==> src/hdl/audio_channel_matrix_mixer_assert.svh <==
// Assertion macros for the channel matrix mixer.
// Used by the top level; no other dependencies.
`ifndef AUDIO_CHANNEL_MATRIX_MIXER_ASSERT_SVH
`define AUDIO_CHANNEL_MATRIX_MIXER_ASSERT_SVH
`ifndef SYNTH
// Whenever cond holds, prop must hold in the same cycle
`define ACMM_ASSERT_IMPLIES(label, clk, rst_n, cond, prop) \
    label: assert property (@(posedge clk) disable iff (!rst_n) (cond) |-> (prop)) \
        else $error("assertion failed: label");
// Whenever cond holds, prop must hold in the next cycle
`define ACMM_ASSERT_NEXT(label, clk, rst_n, cond, prop) \
    label: assert property (@(posedge clk) disable iff (!rst_n) (cond) |=> (prop)) \
        else $error("assertion failed: label");
`else
`define ACMM_ASSERT_IMPLIES(label, clk, rst_n, cond, prop)
`define ACMM_ASSERT_NEXT(label, clk, rst_n, cond, prop)
`endif
`endif

==> src/hdl/acmm_pkg.sv <==
// Shared constants, payload types and helpers of the channel matrix mixer.
// No dependencies.
package acmm_pkg;

    // Channel counts
    localparam int IN_CHANNELS   = 4;
    localparam int OUT_CHANNELS  = 4;
    localparam int SAMPLE_FIELDS = 4;
    localparam int MAX_RESULTS   = 4;
    localparam int RES_COUNT     = (OUT_CHANNELS < MAX_RESULTS) ? OUT_CHANNELS : MAX_RESULTS;

    // Index widths
    localparam int IN_IDX_W  = (IN_CHANNELS > 1) ? $clog2(IN_CHANNELS) : 1;
    localparam int OUT_IDX_W = (OUT_CHANNELS > 1) ? $clog2(OUT_CHANNELS) : 1;
    localparam int CH_W      = (RES_COUNT > 1) ? $clog2(RES_COUNT) : 1;

    // Datapath widths
    localparam int SAMPLE_W = 24;
    localparam int GAIN_W   = 16;
    localparam int PROD_W   = SAMPLE_W + GAIN_W;
    localparam int SUM_W    = PROD_W + $clog2(IN_CHANNELS) + 1;
    localparam int FRAC_DROP = 12;

    localparam logic signed [SUM_W-1:0] ROUND_HALF = SUM_W'(1 << (FRAC_DROP - 1));
    localparam logic signed [SUM_W-1:0] SAT_HI     = SUM_W'((1 << (SAMPLE_W - 1)) - 1);
    localparam logic signed [SUM_W-1:0] SAT_LO     = -SUM_W'(1 << (SAMPLE_W - 1));

    // Command queue
    localparam int QUEUE_DEPTH = 4;
    localparam int Q_PTR_W     = $clog2(QUEUE_DEPTH);
    localparam int Q_CNT_W     = $clog2(QUEUE_DEPTH + 1);

    // Request type codes
    localparam logic REQ_MIX        = 1'b0;
    localparam logic REQ_GAIN_WRITE = 1'b1;

    typedef struct packed {
        logic                       req_type;
        logic signed [SAMPLE_W-1:0] sample_0;
        logic signed [SAMPLE_W-1:0] sample_1;
        logic signed [SAMPLE_W-1:0] sample_2;
        logic signed [SAMPLE_W-1:0] sample_3;
        logic [1:0]                 gain_src;
        logic [1:0]                 gain_dst;
        logic signed [GAIN_W-1:0]   gain_value;
    } acmm_req_t;

    typedef struct packed {
        logic [1:0]                 out_channel;
        logic signed [SAMPLE_W-1:0] mixed_sample;
        logic                       last_channel;
    } acmm_res_t;

    // Classified command passed from front to back
    typedef struct packed {
        logic                                 is_write;
        logic [OUT_IDX_W-1:0]                 dst;
        logic [IN_IDX_W-1:0]                  src;
        logic [GAIN_W-1:0]                    gain;
        logic [IN_CHANNELS-1:0][SAMPLE_W-1:0] samples;
    } acmm_cmd_t;

    // Queue status seen by both sides
    typedef struct packed {
        logic full;
        logic empty;
    } acmm_qstat_t;

    // Sample of input channel idx; channels without a field read as zero
    function automatic logic [SAMPLE_W-1:0] sample_field(acmm_req_t req, int idx);
        logic [SAMPLE_W-1:0] val;
        val = '0;
        case (idx)
            0:       val = req.sample_0;
            1:       val = req.sample_1;
            2:       val = req.sample_2;
            3:       val = req.sample_3;
            default: val = '0;
        endcase
        return val;
    endfunction

endpackage

==> src/hdl/acmm_queue.sv <==
// Small FIFO of classified commands between the front and back parts.
// Depends on acmm_pkg.
module acmm_queue (
    input  logic                clk,
    input  logic                rst_n,
    input  logic                push,
    input  acmm_pkg::acmm_cmd_t push_cmd,
    input  logic                pop,
    output acmm_pkg::acmm_cmd_t head_cmd,
    output acmm_pkg::acmm_qstat_t qstat
);

    acmm_pkg::acmm_cmd_t              mem [acmm_pkg::QUEUE_DEPTH];
    logic [acmm_pkg::Q_PTR_W-1:0]     wr_ptr_reg, wr_ptr_next;
    logic [acmm_pkg::Q_PTR_W-1:0]     rd_ptr_reg, rd_ptr_next;
    logic [acmm_pkg::Q_CNT_W-1:0]     count_reg, count_next;

    // Storage write
    always_ff @(posedge clk)
    begin
        if (push)
        begin
            mem[wr_ptr_reg] <= push_cmd;
        end
    end

    // Pointer and fill count update
    always_comb
    begin
        wr_ptr_next = wr_ptr_reg;
        rd_ptr_next = rd_ptr_reg;
        count_next  = count_reg;
        if (push)
        begin
            wr_ptr_next = wr_ptr_reg + 1'b1;
        end
        if (pop)
        begin
            rd_ptr_next = rd_ptr_reg + 1'b1;
        end
        if (push && !pop)
        begin
            count_next = count_reg + 1'b1;
        end
        else if (pop && !push)
        begin
            count_next = count_reg - 1'b1;
        end
    end

    always_ff @(posedge clk or negedge rst_n)
    begin
        if (!rst_n)
        begin
            wr_ptr_reg <= '0;
            rd_ptr_reg <= '0;
            count_reg  <= '0;
        end
        else
        begin
            wr_ptr_reg <= wr_ptr_next;
            rd_ptr_reg <= rd_ptr_next;
            count_reg  <= count_next;
        end
    end

    assign head_cmd    = mem[rd_ptr_reg];
    assign qstat.full  = (count_reg == acmm_pkg::Q_CNT_W'(acmm_pkg::QUEUE_DEPTH));
    assign qstat.empty = (count_reg == '0);

endmodule

==> config.mk <==
export PLATFORM = sky130hd
export DESIGN_NAME = acmm_queue
export DESIGN_NICKNAME = d
export VERILOG_FILES = /design/src/hdl/audio_channel_matrix_mixer_assert.svh /design/src/hdl/acmm_pkg.sv /design/src/hdl/acmm_queue.sv
export SDC_FILE = /design/constraint.sdc
export NUM_CORES = 1
export LEC_CHECK = 0
export CORE_MARGIN = 2
export CORE_UTILIZATION = 57
export CTS_CLUSTER_DIAMETER = 60
export DETAILED_ROUTE_END_ITERATION = 6
export DONT_BUFFER_PORTS = 1
export GPL_ROUTABILITY_DRIVEN = 1
export PLACE_DENSITY = 0.75
export SLEW_MARGIN = 20
export SYNTH_ARGS = -nofsm -noshare
export SYNTH_HDL_FRONTEND = slang
export SYNTH_SLANG_ARGS = --single-unit
==> constraint.sdc <==
create_clock -name clk -period 3.8 [get_ports clk]
set_clock_uncertainty 0.15 [all_clocks]
set_input_delay 0.76 -clock clk [delete_from_list [all_inputs] [get_ports clk]]
set_output_delay 0.76 -clock clk [all_outputs]
set_load 0.02 [all_outputs]
==> results of run 1 <==
## power by group
group / leakage, µW / switching, µW / internal [µW] / total (µW)
clock: 0.000721 / 1770 / 2620 / 4390
sequential: 0.00438 / 364 / 6860 / 7220
combinational: 0.000968 / 2720 / 1540 / 4260
total: 0.00607 / 4850 / 11000 / 15900
## kinds of logic (layout without fill, tap and decap cells)
| group | count (synthesis) | count (layout) | synth area share |
|---|---|---|---|
| DFF | 475 | 475 | 0.819 |
| muxes | 118 | 118 | 0.152 |
| buffers and inverters | 30 | 103 | 0.0177 |
| and+or+nand+nor | 9 | 9 | 0.00281 |
| adders and majority gates | 6 | 6 | 0.00475 |
| xor gates and xnor gates | 6 | 6 | 0.00303 |
| AOI/OAI and AO/OA | 1 | 1 | 0.000288 |
| other | 0 | 1 | 0 |
## timing repair
action                     in CTS  in global routing
setup endpoints to repair       0                  0
hold endpoints to repair        7                  0
hold buffers                    1                  0
## per-stage QoR
step | area [µm²] | hold slack (ns) | total power, µW
after global routing | 19300 | 0.134 | 16500
after detailed placement | 17800 | 0.315 | 11700
after global placement | 17800 | 0.315 | 11600
after floorplan | 17400 | 0.306 | 11000
final | 19300 | 0.158 | 15900
after CTS | 19300 | 0.124 | 16100
## cell usage after synthesis
library cell	instances
xor2_1	4
dfrtp_1	7
buf_6	3
nand2_1	2
buf_4	1
clkbuf_1	7
nor3_1	1
o21ai_0	1
fa_1	1
nor3b_1	1
and2_1	4
ha_1	5
edfxtp_1	468
inv_1	4
buf_12	10
xnor2_1	2
buf_2	5
mux2_2	1
nor2_1	1
mux4_2	117
## layout by cell type, fill, tap and decap left out, types with 2 or more instances in the layout
cell type  instances
and2_4             4
buf_12             7
buf_4              8
bufinv_16          4
clkbuf_1          11
clkbuf_16         49
clkinv_1          12
clkinv_2           4
dfrtp_1            5
dfrtp_4            2
edfxtp_1         468
ha_1               5
inv_1              4
mux4_2           117
nand2_1            2
xnor2_1            2
xor2_1             4
## final timing paths
| kind | cells past startpoint | slack, ns | endpoint | from |
|---|---|---|---|---|
| setup / recovery | 2 | 0.56 | head_cmd[96] | rd_ptr_reg[0]$_DFFE_PN0P_ |
| hold / removal | 1 | 0.16 | wr_ptr_reg[0]$_DFFE_PN0P_ | push |
| setup reg to reg | 4 | 1.57 | mem[0][15]$_DFFE_PP_ | wr_ptr_reg[0]$_DFFE_PN0P_ |
| hold reg to reg | 1 | 0.35 | count_reg[2]$_DFFE_PN0P_ | count_reg[2]$_DFFE_PN0P_ |
| max in group asynchronous | 1 | 2.81 | rd_ptr_reg[1]$_DFFE_PN0P_ | rst_n |
| min in group asynchronous | 1 | 0.41 | wr_ptr_reg[1]$_DFFE_PN0P_ | rst_n |
## area by class of cell
class	instances	share of cell area
Sequential cell	475	0.738
Multi-Input combinational cell	140	0.148
Clock buffer	60	0.0657
Tap cell	390	0.0253
Clock inverter	23	0.0114
Timing Repair Buffer	16	0.0109
Inverter	4	0.000779
Antenna cell	1	0.000130
## critical path: stages, from the launching register on
cell     delay, ns
dfrtp_4       0.74
buf_4         0.39
mux4_2        0.64
## routing by layer
metal / global-route usage / vias up / share of wire
met5: 0 / - / 0
met4: 0.0464 / 0 / 0.015
met3: 0.0872 / 41 / 0.12
met2: 0.304 / 290 / 0.50
met1: 0.241 / 3563 / 0.37
li1: - / 2860 / -
==> impl_metrics.toml, run 1 <==
[worst_setup_path]
endpoint_kind = "primary output"
cp.required_ns = 2.89
cp_max_fo = 23
cp-start-kind = "flip-flop"
path_class = "flip-flop to primary output"
crit_arrival_ns = 2.33

[logic_synthesis]
syn_area_um2 = 17400
ys.warnings.count = 0
synth.top_cell.area_share = 0.809
syn-num-nets = 772
ys_seq_area_frac = 0.819
syn-instance-count = 645
yosys.area.top_type = "edfxtp_1"
yosysUniqueCellTypes = 20
syn_avg_cell_area_um2 = 26.9
synth.ff_latch_count = 475
synth_area_leaders = "edfxtp_1 (81%), mux4_2 (15%), buf_12 (1.2%)"

[floorplan]
initial_utilization = 0.583
num_rows = 63
coreArea_um2 = 29800
die_area_um2 = 31900
ioPinCount = 240
die_y_um = 179
dieWidth_um = 179

[cts]
h-tree-depth = 2
clkSlewWorstSetupHoldPaths_ns = 0.06
cts_sinks = 475
post_cts_buffers = 0
cts_buffers = 46
cts_tree = "yes"
clock_latency_ns = 0.53
clock_path_buffers = 3
cts_resized = 0
cts_root_buffer = "clkbuf_16"

[global_routing]
grt_max_degree = 65
grt_pass1_vias = 7349
grt_usage = 0.190
grt_overflow = 0
grt_pass1_wl_mm = 44.6
grt_antenna_before_repair = 1

[sta]
rsz0062_at_grt = "false"
max_slew.worst_pin.slew_ns = 0.868
period_share = 0.852
max_freq_mhz = 309
setup-tns-final_ns = 0
max_slew_margin = 0.420
drv_slew = 0
hold_viol_final = 0
setup_viol = 0
setup_ws_ns = 0.562
fin_crit_ns = 3.24

[final_layout]
final_util = 0.647
regArea_um2 = 14200
fin_nets = 810
areaGrowthSynthToFinish_pct = 11.0
drive_gt1_frac = 0.277
multi_input_area_um2 = 2850
largest_reg_flops = 468
stdcell_count = 1109
fillers = 1866

[power_and_ir_drop]
p_leak_uw = 0.00607
pwr_density_cell_nw_per_um2 = 823
ir_worst_vdd_v = 0.000579

[status]
status = "complete, no violations"

[drt]
viasPerCell = 6.09
drt-initial-drc-count = 520
drt_first_pass_iters = 5
totalWireLength_mm = 30.0
drc = 0
avgRoutedWirePerCell_um = 27.1
detail-route-antenna-nets = 0
vias = 6754

[placement]
routabilityCongestion = 0.734
numPortBuffers = 0
place_hpwl_mm = 18.5
pre_cts_ws_ns = 1.05
post-place-cells = 1024

[flow_run]
cap_violations = 0

[worst_hold_path]
hp-class = "input pin to flip-flop"
Power figures use the tool's default switching activity.
==> run 2: changes to the inputs <==
--- a/config.mk
+++ b/config.mk
@@ -11,7 +11,7 @@
 export DETAILED_ROUTE_END_ITERATION = 6
 export DONT_BUFFER_PORTS = 1
 export GPL_ROUTABILITY_DRIVEN = 1
-export PLACE_DENSITY = 0.75
+export PLACE_DENSITY = 0.77
 export SLEW_MARGIN = 20
 export SYNTH_ARGS = -nofsm -noshare
 export SYNTH_HDL_FRONTEND = slang
==> impl_metrics.toml, run 2 (same netlist as run 1, synthesis figures left out) <==
[status]
status = "complete, no violations"

[final_layout]
largest_reg_flops = 468
fin_area_um2 = 19200
fin_nets = 806
areaGrowthSynthToFinish_pct = 10.8
regArea_um2 = 14200
final_util = 0.646
layout_commonest_cell = "edfxtp_1"
drive_gt1_frac = 0.281
fillers = 1852
layout_common_cells = "edfxtp_1 (468), mux4_2 (117), clkbuf_16 (47), clkinv_1 (10), clkbuf_1 (8)"
multi_input_area_um2 = 2850
insertedDiodeCount = 0

[cts]
h-tree-depth = 2
clock_path_buffers = 3
clkSlewWorstSetupHoldPaths_ns = 0.06
post_cts_buffers = 0
cts_buffers = 45
cts_resized = 0
cts_sinks = 475
cts_tree = "yes"
clock_latency_ns = 0.52
cts_root_buffer = "clkbuf_16"

[worst_setup_path]
reg2reg_slack_ns = 1.77
r2r_end = "mem[0][34]$_DFFE_PP_"
slowest_stage = "dfrtp_4"
endpoint = "head_cmd[77]"
cp-startpoint = "rd_ptr_reg[1]$_DFFE_PN0P_"
crit_chain = "buf_12 -> mux4_2"
cp.required_ns = 2.89
cp_slowest_stage_delay_ns = 0.88
crit_arrival_ns = 2.34
rr_worst_depth = 4
endpoint_kind = "primary output"
cp-start-kind = "flip-flop"
path_class = "flip-flop to primary output"
cp_max_fo = 51
rr_startpoint = "wr_ptr_reg[0]$_DFFE_PN0P_"

[worst_hold_path]
hp-class = "input pin to flip-flop"

[placement]
placed_area_um2 = 17800
routabilityCongestion = 0.724
place_hpwl_mm = 18.2
numPortBuffers = 0

[global_routing]
grt_overflow = 0
grt_antenna_before_repair = 0
grt_usage = 0.190
grt_pass1_wl_mm = 44.9
grt_max_degree = 118
grt_pass1_vias = 7316

[sta]
period_share = 0.856
fin_crit_ns = 3.25
drv_slew = 0
rsz0062_at_grt = "false"
setup_viol = 0
setup-tns-final_ns = 0
max_freq_mhz = 307
max_slew_margin = 0.428
max_slew.worst_pin.slew_ns = 0.855
hold_viol_final = 0

[drt]
drt-initial-drc-count = 559
totalWireLength_mm = 30.1
vias = 6798
detail-route-antenna-nets = 0
viasPerCell = 6.15
drc = 0
avgRoutedWirePerCell_um = 27.3
drt_first_pass_iters = 5

[floorplan]
coreArea_um2 = 29800
num_rows = 63
die_area_um2 = 31900
die_y_um = 179
ioPinCount = 240
dieWidth_um = 179
initial_utilization = 0.583

[power_and_ir_drop]
p_leak_uw = 0.00604
pwr_density_cell_nw_per_um2 = 824
ir_worst_vdd_v = 0.000534

[flow_run]
cap_violations = 0
run 2: repair_timing:
| action | 4_1_cts | 5_1_grt |
|---|---|---|
| endpoints found under the setup margin | 0 | 0 |
| hold endpoints to repair | 7 | 0 |
| hold buffers | 1 | 0 |
run 2: per-stage QoR:
stage	setup slack (ns)	hold WS, ns	cells	power (µW)
floorplan	0.993	0.306	645	11000
global placement	1.13	0.315	1021	11500
detailed placement	1.09	0.315	1021	11700
CTS	0.522	0.140	1105	16100
global route	0.480	0.142	1105	16500
finish	0.546	0.167	1105	15900
run 2: area by class of cell:
| class | count | share of cell area |
|---|---|---|
| sequential | 475 | 0.740 |
| multi-input combinational | 140 | 0.148 |
| clock buffer | 55 | 0.0627 |
| tap | 390 | 0.0254 |
| clock inverter | 28 | 0.0140 |
| timing repair buffer | 13 | 0.00975 |
| inverter | 4 | 0.000780 |
run 2: worst min path at each step:
stage	start	endpoint	slack (ns)	depth (start not counted)
after CTS	push_cmd[97]	mem[0][97]$_DFFE_PP_	0.14	0
after global routing	push_cmd[97]	mem[0][97]$_DFFE_PP_	0.14	0
after detailed placement	rst_n	count_reg[1]$_DFFE_PN0P_	0.31	0
after floorplan	rst_n	count_reg[0]$_DFFE_PN0P_	0.31	0
final	pop	rd_ptr_reg[0]$_DFFE_PN0P_	0.17	1
after global placement	rst_n	count_reg[2]$_DFFE_PN0P_	0.31	0
run 2: worst max-delay path: cells and delay by family (launching register included):
kind	cells	cell delay, ns
muxes	1	0.47
buffers and inverters	1	0.36
DFF	1	0.88
run 2: power by group:
part	switching (µW)	leakage (µW)	internal [µW]	total (µW)
sequential	366	0.00438	6870	7230
clock	1770	0.000712	2600	4370
combinational	2710	0.000953	1530	4250
run 2: per-layer routing:
metal	vias to the layer above	wire (µm)	GRT usage
met3	55	3620	0.0850
met5	-	0	0
met1	3583	10900	0.237
met2	306	15000	0.306
met4	0	675	0.0515
li1	2854	-	-
