**src/hdl/audio_channel_matrix_mixer_assert.svh**
```systemverilog
// Assertion macros for the channel matrix mixer.
// Used by the top level; no other dependencies.
`ifndef AUDIO_CHANNEL_MATRIX_MIXER_ASSERT_SVH
`define AUDIO_CHANNEL_MATRIX_MIXER_ASSERT_SVH
`ifndef SYNTH
// Whenever cond holds, prop must hold in the same cycle
`define ACMM_ASSERT_IMPLIES(label, clk, rst_n, cond, prop) \
    label: assert property (@(posedge clk) disable iff (!rst_n) (cond) |-> (prop)) \
        else $error("assertion failed: label");
// Whenever cond holds, prop must hold in the next cycle
`define ACMM_ASSERT_NEXT(label, clk, rst_n, cond, prop) \
    label: assert property (@(posedge clk) disable iff (!rst_n) (cond) |=> (prop)) \
        else $error("assertion failed: label");
`else
`define ACMM_ASSERT_IMPLIES(label, clk, rst_n, cond, prop)
`define ACMM_ASSERT_NEXT(label, clk, rst_n, cond, prop)
`endif
`endif

```
**src/hdl/acmm_pkg.sv**
```systemverilog
// Shared constants, payload types and helpers of the channel matrix mixer.
// No dependencies.
package acmm_pkg;

    // Channel counts
    localparam int IN_CHANNELS   = 4;
    localparam int OUT_CHANNELS  = 4;
    localparam int SAMPLE_FIELDS = 4;
    localparam int MAX_RESULTS   = 4;
    localparam int RES_COUNT     = (OUT_CHANNELS < MAX_RESULTS) ? OUT_CHANNELS : MAX_RESULTS;

    // Index widths
    localparam int IN_IDX_W  = (IN_CHANNELS > 1) ? $clog2(IN_CHANNELS) : 1;
    localparam int OUT_IDX_W = (OUT_CHANNELS > 1) ? $clog2(OUT_CHANNELS) : 1;
    localparam int CH_W      = (RES_COUNT > 1) ? $clog2(RES_COUNT) : 1;

    // Datapath widths
    localparam int SAMPLE_W = 24;
    localparam int GAIN_W   = 16;
    localparam int PROD_W   = SAMPLE_W + GAIN_W;
    localparam int SUM_W    = PROD_W + $clog2(IN_CHANNELS) + 1;
    localparam int FRAC_DROP = 12;

    localparam logic signed [SUM_W-1:0] ROUND_HALF = SUM_W'(1 << (FRAC_DROP - 1));
    localparam logic signed [SUM_W-1:0] SAT_HI     = SUM_W'((1 << (SAMPLE_W - 1)) - 1);
    localparam logic signed [SUM_W-1:0] SAT_LO     = -SUM_W'(1 << (SAMPLE_W - 1));

    // Command queue
    localparam int QUEUE_DEPTH = 4;
    localparam int Q_PTR_W     = $clog2(QUEUE_DEPTH);
    localparam int Q_CNT_W     = $clog2(QUEUE_DEPTH + 1);

    // Request type codes
    localparam logic REQ_MIX        = 1'b0;
    localparam logic REQ_GAIN_WRITE = 1'b1;

    typedef struct packed {
        logic                       req_type;
        logic signed [SAMPLE_W-1:0] sample_0;
        logic signed [SAMPLE_W-1:0] sample_1;
        logic signed [SAMPLE_W-1:0] sample_2;
        logic signed [SAMPLE_W-1:0] sample_3;
        logic [1:0]                 gain_src;
        logic [1:0]                 gain_dst;
        logic signed [GAIN_W-1:0]   gain_value;
    } acmm_req_t;

    typedef struct packed {
        logic [1:0]                 out_channel;
        logic signed [SAMPLE_W-1:0] mixed_sample;
        logic                       last_channel;
    } acmm_res_t;

    // Classified command passed from front to back
    typedef struct packed {
        logic                                 is_write;
        logic [OUT_IDX_W-1:0]                 dst;
        logic [IN_IDX_W-1:0]                  src;
        logic [GAIN_W-1:0]                    gain;
        logic [IN_CHANNELS-1:0][SAMPLE_W-1:0] samples;
    } acmm_cmd_t;

    // Queue status seen by both sides
    typedef struct packed {
        logic full;
        logic empty;
    } acmm_qstat_t;

    // Sample of input channel idx; channels without a field read as zero
    function automatic logic [SAMPLE_W-1:0] sample_field(acmm_req_t req, int idx);
        logic [SAMPLE_W-1:0] val;
        val = '0;
        case (idx)
            0:       val = req.sample_0;
            1:       val = req.sample_1;
            2:       val = req.sample_2;
            3:       val = req.sample_3;
            default: val = '0;
        endcase
        return val;
    endfunction

endpackage

```
**src/hdl/acmm_front.sv**
```systemverilog
// Front part: accepts requests, drops out-of-range gain writes, and
// registers a classified command for the queue. Depends on acmm_pkg.
module acmm_front (
    input  logic                  clk,
    input  logic                  rst_n,
    input  logic                  req_valid,
    output logic                  req_stall,
    input  acmm_pkg::acmm_req_t   req_data,
    input  acmm_pkg::acmm_qstat_t qstat,
    output logic                  push,
    output acmm_pkg::acmm_cmd_t   push_cmd
);

    logic                front_valid_reg, front_valid_next;
    acmm_pkg::acmm_cmd_t front_cmd_reg;
    acmm_pkg::acmm_cmd_t cmd_class;
    logic                accept;
    logic                keep;

    // Classify the incoming request
    always_comb
    begin
        cmd_class.is_write = (req_data.req_type == acmm_pkg::REQ_GAIN_WRITE);
        cmd_class.dst      = acmm_pkg::OUT_IDX_W'(req_data.gain_dst);
        cmd_class.src      = acmm_pkg::IN_IDX_W'(req_data.gain_src);
        cmd_class.gain     = req_data.gain_value;
        for (int i = 0; i < acmm_pkg::IN_CHANNELS; i++)
        begin
            cmd_class.samples[i] = acmm_pkg::sample_field(req_data, i);
        end
        // A gain write outside the table changes nothing and is dropped here
        keep = !cmd_class.is_write ||
               ((int'(req_data.gain_src) < acmm_pkg::IN_CHANNELS) &&
                (int'(req_data.gain_dst) < acmm_pkg::OUT_CHANNELS));
    end

    assign req_stall = front_valid_reg && qstat.full;
    assign accept    = req_valid && !req_stall;
    assign push      = front_valid_reg && !qstat.full;
    assign push_cmd  = front_cmd_reg;

    // Holding register
    always_comb
    begin
        front_valid_next = front_valid_reg && !push;
        if (accept && keep)
        begin
            front_valid_next = 1'b1;
        end
    end

    always_ff @(posedge clk or negedge rst_n)
    begin
        if (!rst_n)
        begin
            front_valid_reg <= 1'b0;
        end
        else
        begin
            front_valid_reg <= front_valid_next;
        end
    end

    always_ff @(posedge clk)
    begin
        if (accept && keep)
        begin
            front_cmd_reg <= cmd_class;
        end
    end

endmodule

```
**config.mk**
```make
export PLATFORM = sky130hd
export DESIGN_NAME = acmm_front
export DESIGN_NICKNAME = d
export VERILOG_FILES = /design/src/hdl/audio_channel_matrix_mixer_assert.svh /design/src/hdl/acmm_pkg.sv /design/src/hdl/acmm_front.sv
export SDC_FILE = /design/constraint.sdc
export NUM_CORES = 1
export LEC_CHECK = 0
export BUFFER_PORTS_ARGS = -buffer_cell sky130_fd_sc_hd__buf_2
export CORE_ASPECT_RATIO = 0.5
export CORE_MARGIN = 10
export CORE_UTILIZATION = 41
export DETAILED_ROUTE_END_ITERATION = 7
export PLACE_DENSITY = 0.85
export SYNTH_ARGS = -nofsm -noshare
export SYNTH_HDL_FRONTEND = slang
export SYNTH_SLANG_ARGS = --single-unit
```
**constraint.sdc**
```tcl
create_clock -name clk -period 12.6 [get_ports clk]
set_clock_uncertainty 0.05 [all_clocks]
set_input_delay 0.63 -clock clk [delete_from_list [all_inputs] [get_ports clk]]
set_output_delay 0.63 -clock clk [all_outputs]
set_load 0.02 [all_outputs]
```
==> summary.md, run 1 <==
| Metric | Value |
|---|---|
| Power Dens Cells | `175.9 mW/mm²` |
| TritonCTS Buffers | `17` |
| Post-route insts no fill | `506` |
| Die height | `85.99 µm` |
| Arr. time, crit path | `2.64 ns` |
| Synth Area in Adders | `0` |
| Slew at the pin closest to its max-slew limit | `a little over 0.7 ns` |
| Synth Warn # | `0` |
| Core Area | `0.008230 mm²` |
| Min-Delay Path Class | `in2reg` |
| DR pass1 iterations | `4` |
| Asr flop ratio synth | `0.008475` |
| Distinct cells, synth | `6` |
| VDD IR max | `102.7 µV` |
| Post-DR wirelength/cell | `21.77 µm` |
| Switch share | `0.2164` |
| CP Class | `reg2reg` |
| Cts hold-fix bufs | `1` |
| Initial Utilization | `0.4339` |
| Max reg flops | `roughly 120` |
| Clk_lat worst skew | `~0.39 ns` |
| LEAKAGE | `0.002349 µW` |
| Most area-consuming cells after synthesis | `edfxtp_1 98%, dfrtp_1 0.70%, a21o_2 0.25%` |
| Startpoint Class | `flop` |
| Max-slew headroom | `0.5172` |
| Critical Path Fanout Max | `just under 60` |
| Mapped Nets | `244` |
| First-pass GRT wire length | `15.31 mm` |
| Std-Cell Rows | `23` |
| H-tree depth | `4` |
| Final Slew Violations | `0` |
| Cells after synthesis | `122` |
| Clock Power Share | `0.433` |
| Die Area | `0.01307 mm²` |
| Post-CTS Resized | `0` |
| Synth Area in Compound Gates | `0.004555` |
| Synth area leader | `edfxtp_1` |
| P_sw | `approximately 210 µW` |
| Layout Utilization | `0.6619` |
| Global-route usage over all layers | `0.1596` |
| Overflow after GRT | `0` |
| CP endpoint kind | `flop` |
| RePlAce Congestion | `roughly 0.78` |
| Initial antenna violation count | `0` |
| Fin Setup TNS | `0 ns` |
| Syn_area_per_cell | `29.27 µm²` |
| Post-route ant nets | `0` |
| Primary FF master, synth | `edfxtp_1` |
| Postcts setup bufs | `0` |
| Post-synth top area share | `0.9839` |
| Final min period | `2.671 ns` |
| Xor/xnor share of the synthesized area | `0` |
| Final layout net count | `505` |
| Total power | `between 900 and 1000 µW` |
| Hold Fails Final Rpt | `0` |
| Initial DRC count | `85` |
| CTS clk-pin slew, worst paths | `0.05 ns` |
| Clk root buf | `clkbuf_16` |
| Max-cap violations | `0` |
| Status | `completed` |
| Mux share of post-synthesis cell area | `0` |
| Vias per cell | `approximately 4.3` |
| Int Pwr | `751.0 µW` |
| Largest family of logic cells by synthesized area | `compound AO/OA/AOI/OAI gates` |
| Most numerous cell in the Yosys netlist | `edfxtp_1` |
| # DRC | `0` |
| Clk buf depth | `2` |
| ANT cells | `0` |
| HPWL after DPL | `8.724 mm` |
| EDFF count, synth | `117` |
| Dpl cells | `475` |
| Total number of vias | `~2.2k` |
| Layout cells sized above 1 | `0.6751` |
| RSZ-0062 raised after global routing | `false` |
| I/O Buffers | `239` |
| Syn Std Cell Area | `0.003571 mm²` |
| Register area share after synthesis | `0.9909` |
| # setup viols final | `0` |
| Combinational share of power | `0.082` |
| Die width | `152.0 µm` |
| Number of global-route vias before repair | `roughly 2.5k` |
| CP required | `12.57 ns` |
| P&R area growth vs syn | `52.56%` |
| Clock Sinks | `~120` |
| Max Clk Rate | `374.4 MHz` |
| Reg power frac | `0.485` |
| Yosys reg bits | `118` |
| Final period util | `0.2120` |
| Io pins | `241` |
| CTS tree | `yes` |
| Final wirelength | `11.02 mm` |
| Largest net degree at the start of global routing | `59` |
| Simple-gate share of the synthesized area | `0.004555` |
[cell type report]
cell class	instances	area, µm²
clock inverter	8	60.06
timing repair buffer	242	1221
tap	112	140.1
clock buffer	22	444.2
sequential	118	3538
fill	634	2783
multi-input combinational	4	43.79
[worst paths after layout]
check | start | to | slack, ns | cells after the start
max in group asynchronous | rst_n | front_valid_reg | 11.92 | 2
min in group asynchronous | rst_n | front_valid_reg | 0.50 | 2
min reg2reg | front_valid_reg | front_valid_reg | 0.55 | 1
max reg2reg | front_valid_reg | push_cmd[105] | 9.93 | 3
min | req_data[7] | push_cmd[103] | 0.36 | 1
max | front_valid_reg | push_cmd[105] | 9.93 | 3
[routing by layer]
layer	part of all wire	GRT usage	vias up
met5	0	0	-
met2	0.62	0.3267	56
met1	0.33	0.1438	1105
li1	-	-	1018
met3	0.036	0.04684	13
met4	0.015	0.06950	0
[through the flow]
stage	hold slack [ns]	cell area [µm²]	setup slack, ns
after floorplan	0.2844	3571	2.682
after detailed placement	0.3573	4933	9.585
after global routing	0.3438	5448	9.740
after global placement	0.3559	4933	9.657
after CTS	0.3467	5448	9.902
final	0.3623	5448	9.929
[worst max-delay path, cell delays in order, from the launching register on]
cell	delay, ns
dfrtp_1	0.43
a21boi_4	0.51
buf_4	0.57
buf_4	0.69
[logic make-up after synthesis]
logic type         count (synthesis)
and+or+nand+nor                    2
DFF                              118
AOI/OAI and AO/OA                  2
[power by group through the flow]
stage | sequential, µW | clock, µW | combinational (µW)
detailed placement | 472 | 0 | 80.5
floorplan | 506 | 0 | 8.12
global placement | 470 | 0 | 78.2
global route | 466 | 442 | 84.1
CTS | 465 | 423 | 80.9
finish | 465 | 415 | 79.1
[layout by cell type (no fill, tap or decap)]
master,count
clkinv_1,4
clkbuf_16,17
edfxtp_1,117
clkinv_2,3
clkbuf_1,5
and2_2,1
dlygate4sd3_1,1
a21o_2,1
and2b_2,1
buf_2,239
buf_4,2
a21boi_4,1
bufinv_16,1
dfrtp_1,1
Note: power is estimated with default switching activity, not from simulation.
==> run 2, diff against run 1 <==
==> constraint.sdc (replaced) <==
create_clock -name clk -period 2.71 [get_ports clk]
set_clock_uncertainty 0.05 [all_clocks]
set_input_delay 0.1355 -clock clk [delete_from_list [all_inputs] [get_ports clk]]
set_output_delay 0.1355 -clock clk [all_outputs]
set_load 0.02 [all_outputs]
==> run 2 against run 1 <==
The run now fails in clock tree synthesis; synthesized cell count unchanged; synthesized area unchanged.
==> summary.md, run 2 <==
| Metric | Value |
|---|---|
| TritonCTS Buffers | `17 (unchanged)` |
| Clock Sinks | `118 (unchanged)` |
| Io pins | `241 (unchanged)` |
| Largest family of logic cells by synthesized area | `compound AO/OA/AOI/OAI gates` |
| Mapped Nets | `244 (unchanged)` |
| HPWL after DPL | `8.359 mm (-4.2%)` |
| Status | `did not finish` |
| Postcts setup bufs | `0 (unchanged)` |
| Synth Area in Adders | `0 (unchanged)` |
| Post-CTS Resized | `0 (unchanged)` |
| Cells after synthesis | `122 (unchanged)` |
| RePlAce Congestion | `0.7859 (+1.1%)` |
| Std-Cell Rows | `23 (unchanged)` |
| H-tree depth | `4 (unchanged)` |
| Xor/xnor share of the synthesized area | `0 (unchanged)` |
| Syn_area_per_cell | `29.27 µm² (unchanged)` |
| Post-synth top area share | `0.9839 (unchanged)` |
| Clk buf depth | `2 (unchanged)` |
| Most numerous cell in the Yosys netlist | `edfxtp_1` |
| Most area-consuming cells after synthesis | `edfxtp_1 98%, dfrtp_1 0.70%, a21o_2 0.25%` |
| Yosys reg bits | `118 (unchanged)` |
| Register area share after synthesis | `0.9909 (unchanged)` |
| Mux share of post-synthesis cell area | `0 (unchanged)` |
| Clk root buf | `clkbuf_16` |
| Cts hold-fix bufs | `102 (+101)` |
| Halt Stage | `clock tree synthesis` |
| Initial Utilization | `0.4339 (unchanged)` |
| EDFF count, synth | `117 (unchanged)` |
| I/O Buffers | `239 (unchanged)` |
| Die height | `85.99 µm (unchanged)` |
| Simple-gate share of the synthesized area | `0.004555 (unchanged)` |
| Synth Warn # | `0 (unchanged)` |
| Run Error | `[ERROR RSZ-0060] Max buffer count reached.` |
| Asr flop ratio synth | `0.008475 (unchanged)` |
| Syn Std Cell Area | `0.003571 mm² (unchanged)` |
| DP Worst Slack | `1.044 ns (-8.540 ns)` |
| Synth Area in Compound Gates | `0.004555 (unchanged)` |
| Primary FF master, synth | `edfxtp_1` |
| Die width | `152.0 µm (unchanged)` |
| Synth area leader | `edfxtp_1` |
| Distinct cells, synth | `6 (unchanged)` |
[run 2: kinds of logic after synthesis]
kind of cell / Yosys count
DFF: 118
and+or+nand+nor: 2
AOI/OAI and AO/OA: 2
[run 2: per-stage QoR]
stage | utilization | cells | cell area, µm² | TNS (ns)
floorplan | - | 122 | 3582 | -16.65
global placement | 0.5994 | 475 | 4933 | 0
detailed placement | 0.5994 | 475 | 4933 | 0
==> run 3, diff against run 2 <==
--- a/config.mk
+++ b/config.mk
@@ -6,11 +6,10 @@
 export NUM_CORES = 1
 export LEC_CHECK = 0
 export BUFFER_PORTS_ARGS = -buffer_cell sky130_fd_sc_hd__buf_2
-export CORE_ASPECT_RATIO = 0.5
 export CORE_MARGIN = 10
-export CORE_UTILIZATION = 41
+export CORE_UTILIZATION = 35
 export DETAILED_ROUTE_END_ITERATION = 7
-export PLACE_DENSITY = 0.85
+export PLACE_DENSITY_LB_ADDON = 0.15
 export SYNTH_ARGS = -nofsm -noshare
 export SYNTH_HDL_FRONTEND = slang
 export SYNTH_SLANG_ARGS = --single-unit
==> run 3 against run 2 <==
Synthesized area stayed put; the flow again stops in clock tree synthesis; synthesized cell count did not move.
==> summary.md, run 3 <==
| Metric | Value |
|---|---|
| Clock Sinks | `118 (unchanged)` |
| Cts hold-fix bufs | `106 (+3.9%)` |
| Clk root buf | `clkbuf_8` |
| Syn Std Cell Area | `0.003571 mm² (unchanged)` |
| TritonCTS Buffers | `17 (unchanged)` |
| Yosys reg bits | `118 (unchanged)` |
| Register area share after synthesis | `0.9909 (unchanged)` |
| Halt Stage | `clock tree synthesis` |
| Post-CTS Resized | `0 (unchanged)` |
| Cells after synthesis | `122 (unchanged)` |
| RePlAce Congestion | `0.7616 (-3.1%)` |
| Run Error | `[ERROR RSZ-0060] Max buffer count reached.` |
| Syn_area_per_cell | `29.27 µm² (unchanged)` |
| Synth area leader | `edfxtp_1` |
| Postcts setup bufs | `0 (unchanged)` |
| Std-Cell Rows | `36 (+57%)` |
| Asr flop ratio synth | `0.008475 (unchanged)` |
| Distinct cells, synth | `6 (unchanged)` |
| Initial Utilization | `0.3620 (-0.07187)` |
| Synth Warn # | `0 (unchanged)` |
| Most numerous cell in the Yosys netlist | `edfxtp_1` |
| Primary FF master, synth | `edfxtp_1` |
| Post-synth top area share | `0.9839 (unchanged)` |
| Io pins | `241 (unchanged)` |
| H-tree depth | `4 (unchanged)` |
| Die width | `121.0 µm (-20%)` |
| Status | `did not finish` |
| HPWL after DPL | `7.929 mm (-5.1%)` |
| Mapped Nets | `244 (unchanged)` |
| Clk buf depth | `2 (unchanged)` |
| EDFF count, synth | `117 (unchanged)` |
| Die height | `121.0 µm (+41%)` |
| I/O Buffers | `239 (unchanged)` |
| Most area-consuming cells after synthesis | `edfxtp_1 98%, dfrtp_1 0.70%, a21o_2 0.25%` |
run 3: cell counts after synthesis:
Identical to the previous run, type by type.
run 3: logic make-up after synthesis:
kind of cell    Yosys count  share of synthesized area
flops                   118                     0.9909
simple gates              2                   0.004556
compound gates            2                   0.004556
run 3: per-stage QoR:
step / utilization / setup TNS (ns) / cell area, µm² / worst slack, ns / instances
3_5_place_dp: 0.5041 / 0 / 4972 / 1.143 / 496
3_3_place_gp: 0.5041 / 0 / 4972 / 1.178 / 496
2_1_floorplan: - / -16.65 / 3582 / -0.1423 / 122
